File: config.mk
export PLATFORM = sky130hd
export DESIGN_NAME = ttt_check
export DESIGN_NICKNAME = d
export VERILOG_FILES = /design/src/sv/ttt_pkg.sv /design/src/sv/ttt_check.sv
export SDC_FILE = /design/constraint.sdc
export NUM_CORES = 1
export LEC_CHECK = 0
export BUFFER_PORTS_ARGS = -buffer_cell sky130_fd_sc_hd__buf_4
export CORE_MARGIN = 10
export CORE_UTILIZATION = 44
export DETAILED_ROUTE_END_ITERATION = 12
export PLACE_DENSITY_LB_ADDON = 0.12
export SLEW_MARGIN = 10
export SYNTH_ARGS = -nofsm -noshare
export SYNTH_HDL_FRONTEND = slang
export SYNTH_SLANG_ARGS = --single-unit
File: constraint.sdc
create_clock -name vclk -period 5.95
set_input_delay 1.19 -clock vclk [all_inputs]
set_output_delay 1.19 -clock vclk [all_outputs]
set_load 0.02 [all_outputs]
File: src/sv/ttt_pkg.sv
// Shared types and constants for the two-tier transposition table.
`default_nettype none
package ttt_pkg;

	localparam int unsigned TT_ENTRIES = 4096;
	localparam logic [22:0] MATE_THRESH_RST = 23'd900000;

	typedef enum logic {
		OP_STORE = 1'b0,
		OP_PROBE = 1'b1
	} opcode_t;

	typedef enum logic [1:0] {
		BT_EXACT = 2'd0,
		BT_UPPER = 2'd1,
		BT_LOWER = 2'd2,
		BT_OTHER = 2'd3
	} bound_t;

	typedef enum logic [2:0] {
		PR_NONE  = 3'd0,
		PR_EXACT = 3'd1,
		PR_UPPER = 3'd2,
		PR_LOWER = 3'd3,
		PR_NULL  = 3'd4
	} probe_res_t;

	typedef struct packed {
		logic [63:0]        key;
		logic               valid;
		bound_t             tag;
		logic [7:0]         depth;
		logic signed [23:0] score;
		logic [31:0]        move;
	} entry_t;

	typedef struct packed {
		probe_res_t         res;
		logic signed [23:0] alpha;
		logic signed [23:0] beta;
		logic               null_fail;
	} chk_t;

endpackage
`default_nettype wire

File: src/sv/ttt_check.sv
// Bound check of one table entry against a probe request.
`default_nettype none
module ttt_check
	import ttt_pkg::*;
(
	input  wire entry_t             ent,
	input  wire logic               hit,
	input  wire logic [22:0]        mate_thresh,
	input  wire logic [7:0]         ply,
	input  wire logic [7:0]         depth,
	input  wire logic signed [8:0]  null_depth,
	input  wire logic signed [23:0] alpha,
	input  wire logic signed [23:0] beta,
	output chk_t                    chk
);

	logic signed [24:0] s25;
	logic signed [24:0] nm25;
	logic signed [24:0] ply25;
	logic signed [24:0] adj25;
	logic               d_ge_nd;

	always_comb begin
		s25     = {ent.score[23], ent.score};
		nm25    = {2'b00, mate_thresh};
		ply25   = {17'd0, ply};
		d_ge_nd = $signed({2'b00, ent.depth}) >= $signed({null_depth[8], null_depth});
		if (s25 > nm25) begin
			adj25 = s25 - ply25;
		end else if (s25 < -nm25) begin
			adj25 = s25 + ply25;
		end else begin
			adj25 = s25;
		end

		chk.res       = PR_NONE;
		chk.alpha     = alpha;
		chk.beta      = beta;
		chk.null_fail = 1'b0;
		if (hit) begin
			chk.null_fail = (ent.tag == BT_UPPER) && d_ge_nd && (ent.score < beta);
			if (ent.depth >= depth) begin
				case (ent.tag)
					BT_EXACT: begin
						chk.res   = PR_EXACT;
						chk.alpha = adj25[23:0];
					end
					BT_UPPER: begin
						if (ent.score <= alpha) begin
							chk.res   = PR_UPPER;
							chk.alpha = ent.score;
						end
					end
					BT_LOWER: begin
						if (ent.score >= beta) begin
							chk.res  = PR_LOWER;
							chk.beta = ent.score;
						end
					end
					default: ;
				endcase
			end
		end
	end

endmodule
`default_nettype wire

==> impl_results.md, run 1 <==
- Outcome: complete, but fails checks
- Failing checks: setup timing
- Critical path required time: 4.76 ns
- Post-Synthesis Cell Area: 5490 um^2
- Yosys Warn Count: 0
- Unique masters post-synth: 77
- PwrDens: 77.3 nW/um^2
- Fin crit share: 106%
- Type of destination of the critical path: output port
- Io pins: 280
- Nets: 1357
- Utilization after layout: 65.0%
- Leading area contributor after synthesis: ha_1
- Antenna diode count: 0
- Slew Viols, Final: 0
- Peak Freq: 0.158 GHz
- WS Path Type: in2out
- Pleak: 3.95 nW
- Clock buffers: 0
- All-layer global routing usage: 21.9%
- Peak VDD IR: 0.0354 mV
- Via count: 6596
- Slowest-stage cell, CP: or3_4
- Final hold vios: 0
- # rows: 40
- 1st-iter DRT viols: 388
- Max Cap Viol: 0
- Vias in the first global route: 6567
- Post-Place Cells: 1155
- Area occupied by registers: 0 um^2
- Final WS setup: -0.376 ns
- Tot Pwr: 609 uW
- Die X: 132 um
- Antenna viol nets, final: 0
- Worst path cell trace: buf_8 > nor4_4 > nand2_1 > or3_4 > or2_4 > nand3b_1 > xnor2_1 > ha_1 > nand4_1 > nor4_1 > buf_4 > o41ai_4 > o211ai_2 > buf_6 > xor2_4 > nand3_2 > a31o_1 > a221o_1 > buf_6
- Area growth, synth to finish: 43.5%
- Avg Inst Size Synth: 7.06 um^2
- Final wirelength: 20600 um
- WP data arrival: 5.14 ns
- Min cycle time layout: 6.33 ns
- Die area: 17300 um^2
- Final cell count without fillers: 1165
- Largest net degree at the start of global routing: 26
- Die span in y: 132 um
- Synth Instances: 777
- Crit path launch type: input port
- Synth top area share: 29.2%
- First-pass GRT wire length: 32900 um
- Via-per-instance ratio: 5.66
- HPWL Detailed: 17300 um
- Crit-path most repeated cell: buf_6
- Drt wl/cell: 17.7 um
- Most numerous cell in the Yosys netlist: ha_1
- Setup_tns: -6.78 ns
- Worst slew margin: 33.2%
- CP Max Fanout: 5
- Gpl congestion: 0.891
- Sequential cell area fraction in the yosys report: 0%
- Slew @ Worst Pin: 0.998 ns
- PortBufs: 182
- Initial antenna violation count: 0
- Seq_cells: 0
- Hold/Removal Path Class: in2out
- Final setup violation count: 24
- RSZ-0062 raised after global routing: yes
- DRT Pass-1 Iters: 7
- DRC: 0
- Delay-heaviest family, CP: simple AND/OR/NAND/NOR gates
- WHS: 2.70 ns
- GR Overflow Total: 0
- Post-synth top cells: ha_1 (128), inv_1 (114), nand2_1 (61)
- Max stage delay on crit path: 0.37 ns
- Main area contributors after synthesis: ha_1 (29%), inv_1 (7.8%), nand2_1 (4.2%), xnor2_1 (3.7%), a21oi_1 (3.6%)
- Starting Density: 45.3%
- Core Area: 12100 um^2
- WP buf/inv: 4
- Post-Syn Nets: 1135
- Layout cells sized above 1: 30.9%
- Hold Buf Count CTS: 0
-- cell usage in the layout, fill, tap and decap left out, types with 22 or more instances in the layout --
cell type	instances
inv_1	114
nand4_1	22
xnor2_1	22
ha_1	128
nor2_1	37
buf_4	222
nand2_1	61
a21oi_1	38
o21ai_0	25
a21o_1	25
buf_6	22
-- tightest hold or removal path, cell delays in order --
cell	delay [ns]
buf_4	0.09
nand2_1	0.04
nand2_1	0.06
buf_4	0.13
-- where the power goes --
part,switching (mW),total (mW),internal (mW)
clock network,0,0,0
registers,0,0,0
logic,0.330,0.609,0.278
-- layout make-up --
cell class | count | area, um^2
Tap cell | 168 | 210
Fill cell | 1205 | 4240
Timing Repair Buffer | 246 | 1950
Multi-Input combinational cell | 637 | 5290
Inverter | 114 | 428
-- final timing paths --
check	start	endpoint	cells after the start
worst max-delay path	mate_thresh[2]	chk[33]	19
worst min-delay path	alpha[23]	chk[48]	4
-- stage by stage --
| step | cell area, um^2 | setup WS (ns) |
|---|---|---|
| floorplan | 5580 | -0.0682 |
| global placement | 7440 | -0.568 |
| detailed placement | 7440 | -0.598 |
| CTS | 7710 | -0.367 |
| global route | 7880 | -0.658 |
| finish | 7880 | -0.376 |
-- kinds of logic after synthesis --
logic type                 after synthesis  share of synthesized area, %
buffers and inverters                  141                          10.1
muxes                                   15                          2.78
other                                    1                        0.0683
adders and majority gates              130                          29.9
xor gates and xnor gates                26                          4.29
AOI/OAI and AO/OA                      229                          30.0
and+or+nand+nor                        235                          22.8
-- repair_timing --
item	in CTS	in global routing
pin swaps	37	24
gates cloned	1	0
buffers inserted	5	5
setup endpoints to repair	24	24
gates resized for setup	40	23
-- metal layers --
| metal | share of wire [%] | routed length [um] | global-route usage [%] |
|---|---|---|---|
| met5 | 0 | 0 | 0 |
| met4 | 1.8 | 365 | 3.34 |
| met3 | 7.1 | 1450 | 3.05 |
| met2 | 48 | 9840 | 38.8 |
| met1 | 43 | 8920 | 27.8 |
Power figures use the tool's default switching activity.
==> run 2, diff against run 1 <==
Settings changed: CORE_UTILIZATION 44 to 35, GPL_ROUTABILITY_DRIVEN from default to 0.
==> run 2 against run 1 <==
Compared with the run above:
- the run still ends with setup timing left
- global-route usage down 2.7 points
- fmax decreased by 1.3%
- utilization is 13 points lower
- non-clock buffer count rose by 2
- routed wire length is 5.4% higher
- via count hardly changed
- hold slack lost 0.0030 ns
- die area up 22%
- critical endpoint is now chk[39]
==> impl_results.md, run 2 (synthesis results as in run 1) <==
- Layout cells sized above 1: 30.6% (-0.33 points)
- Comb pwr share: 100.0% (about the same)
- DRC: 0 (unchanged)
- Largest net degree at the start of global routing: 26 (unchanged)
- Fin crit share: 108% (+1.4 points)
- Switching Fraction: 54.5% (+0.22 points)
- Via-per-instance ratio: 5.46 (-3.6%)
- Slew Viols, Final: 0 (unchanged)
- Critical path required time: 4.76 ns (about the same)
- RSZ-0062 raised after global routing: yes
- DRT Pass-1 Iters: 5 (-2)
- Final setup violation count: 24 (unchanged)
- Core Area: 15300 um^2 (+26%)
- # fillers: 1545 (+28%)
- PortBufs: 182 (unchanged)
- Hold Buf Count CTS: 0 (unchanged)
- CP Depth: 21 (+2)
- Most common cell after layout, fill and taps aside: buf_4
- Flop pwr share: 0% (unchanged)
- CP Max Fanout: 5 (unchanged)
- Worst path cell trace: buf_8 > nor4_4 > nand2_1 > or3_4 > or2_4 > nand3b_1 > nor3_2 > xnor2_1 > ha_1 > nand4_1 > nor4_1 > buf_4 > o41ai_4 > o211ai_2 > buf_6 > xnor2_4 > buf_6 > nor4_4 > o32a_1 > o211ai_1 > buf_4
- Final WS setup: -0.460 ns (-0.0848 ns)
- All-layer global routing usage: 19.2% (-2.7 points)
- WP buf/inv: 5 (+1)
- Drt wl/cell: 17.9 um (+1.5%)
- Io pins: 280 (unchanged)
- HP Start: alpha[23]
- Internal Pwr Total: 276 uW (-1.0%)
- Die span in y: 145 um (+10%)
- Min cycle time layout: 6.41 ns (+0.0848 ns)
- Clock share of power: 0% (unchanged)
- Commonest non-fill, non-tap cells in the layout: buf_4 (227), ha_1 (128), inv_1 (114)
- Failing checks: setup timing
- Utilization after layout: 51.7% (-13 points)
- Initial antenna violation count: 0 (unchanged)
- Nets: 1358 (+0.074%)
- WS Path Type: in2out
- Vias in the first global route: 6563 (-0.061%)
- Seq_cells: 0 (unchanged)
- Pleak: 3.94 nW (-0.31%)
- Area occupied by registers: 0 um^2 (unchanged)
- Die X: 145 um (+10%)
- Area of the multi-input gates: 5250 um^2 (-0.66%)
- First-pass GRT wire length: 34500 um (+4.8%)
- Delay-heaviest family, CP: simple AND/OR/NAND/NOR gates
- Slowest-stage cell, CP: or3_4
- Max stage delay on crit path: 0.40 ns (+0.03 ns)
- Peak Freq: 0.156 GHz (-1.3%)
- Antenna viol nets, final: 0 (unchanged)
- Worst slew margin: 30.8% (-2.3 points)
- CP Launch Point: mate_thresh[5]
- NetSw: 330 uW (-0.11%)
- Via count: 6597 (+0.015%)
- Die area: 21100 um^2 (+22%)
- WHS: 2.70 ns (-0.00305 ns)
- PwrDens: 76.8 nW/um^2 (-0.70%)
- Type of destination of the critical path: output port
- # rows: 45 (+13%)
- Outcome: complete, but fails checks
- Slew @ Worst Pin: 1.03 ns (+0.0306 ns)
- Max Cap Viol: 0 (unchanged)
- Clock buffers: 0 (unchanged)
- GR Overflow Total: 0 (unchanged)
- Setup_tns: -8.94 ns (-2.16 ns)
- Crit path launch type: input port
- Final hold vios: 0 (unchanged)
- 1st-iter DRT viols: 368 (-5.2%)
- WP data arrival: 5.22 ns (+0.08 ns)
- Crit path capture: chk[39]
- Starting Density: 36.0% (-9.3 points)
- Hold/Removal Path Class: in2out
- Area growth, synth to finish: 43.7%
- Peak VDD IR: 0.0329 mV (-7.0%)
- Antenna diode count: 0 (unchanged)
- HPWL Detailed: 18600 um (+7.1%)
- Final wirelength: 21700 um (+5.4%)
-- run 2: changes by cell type in the layout (fill, tap and decap cells not counted), moves of 2 or more --
cell      delta
buf_4        +5
a211oi_1     +2
a211oi_2     -2
buf_6        -2
o21ai_0      +2
o21ai_1      -2
-- run 2: worst min-delay path by stage --
stage | cells after the start | end | slack, ns
after global placement | 4 | chk[48] | 2.69
final | 4 | chk[48] | 2.70
after detailed placement | 4 | chk[48] | 2.70
after floorplan | 1 | chk[49] | 2.46
after global routing | 4 | chk[48] | 2.72
after CTS | 4 | chk[48] | 2.70
-- run 2: timing repair --
action,CTS,global route
setup endpoints to repair,24,24
pin swaps,23,23
gates cloned,0,0
resized for setup,40,15
setup buffers,6,4
-- run 2: layer usage --
| metal | up-vias | wire length [um] | GRT usage, % |
|---|---|---|---|
| li1 | 3350 | - | - |
| met1 | 3045 | 9780 | 24.9 |
| met2 | 187 | 10500 | 34.1 |
| met3 | 15 | 1160 | 2.33 |
| met4 | 0 | 223 | 2.22 |
| met5 | - | 0 | 0 |
-- run 2: layout make-up --
class	instances	share of cell area (%)
timing repair buffer	248	24.6
tap	211	3.35
multi-input combinational	636	66.6
inverter	114	5.42
-- run 2: through the flow --
| stage | instances | total power [mW] | instance area (um^2) | setup WS, ns |
|---|---|---|---|---|
| floorplan | 777 | 0.321 | 5580 | -0.0682 |
| global placement | 1199 | 0.563 | 7500 | -0.594 |
| detailed placement | 1199 | 0.567 | 7500 | -0.591 |
| CTS | 1205 | 0.596 | 7790 | -0.435 |
| global route | 1209 | 0.668 | 7890 | -0.747 |
| finish | 1209 | 0.606 | 7890 | -0.460 |
-- run 2: power by group through the flow --
| stage | clock, mW | sequential, mW | combinational (mW) |
|---|---|---|---|
| 3_3_place_gp | 0 | 0 | 0.563 |
| 2_1_floorplan | 0 | 0 | 0.321 |
| 4_1_cts | 0 | 0 | 0.596 |
| 5_1_grt | 0 | 0 | 0.668 |
| 6_report | 0 | 0 | 0.606 |
| 3_5_place_dp | 0 | 0 | 0.567 |
-- run 2: tightest hold or removal path: cells and delay by family --
| family | cells | cell delay (ns) |
|---|---|---|
| buffers and inverters | 2 | 0.21 |
| AND/OR/NAND/NOR | 2 | 0.10 |
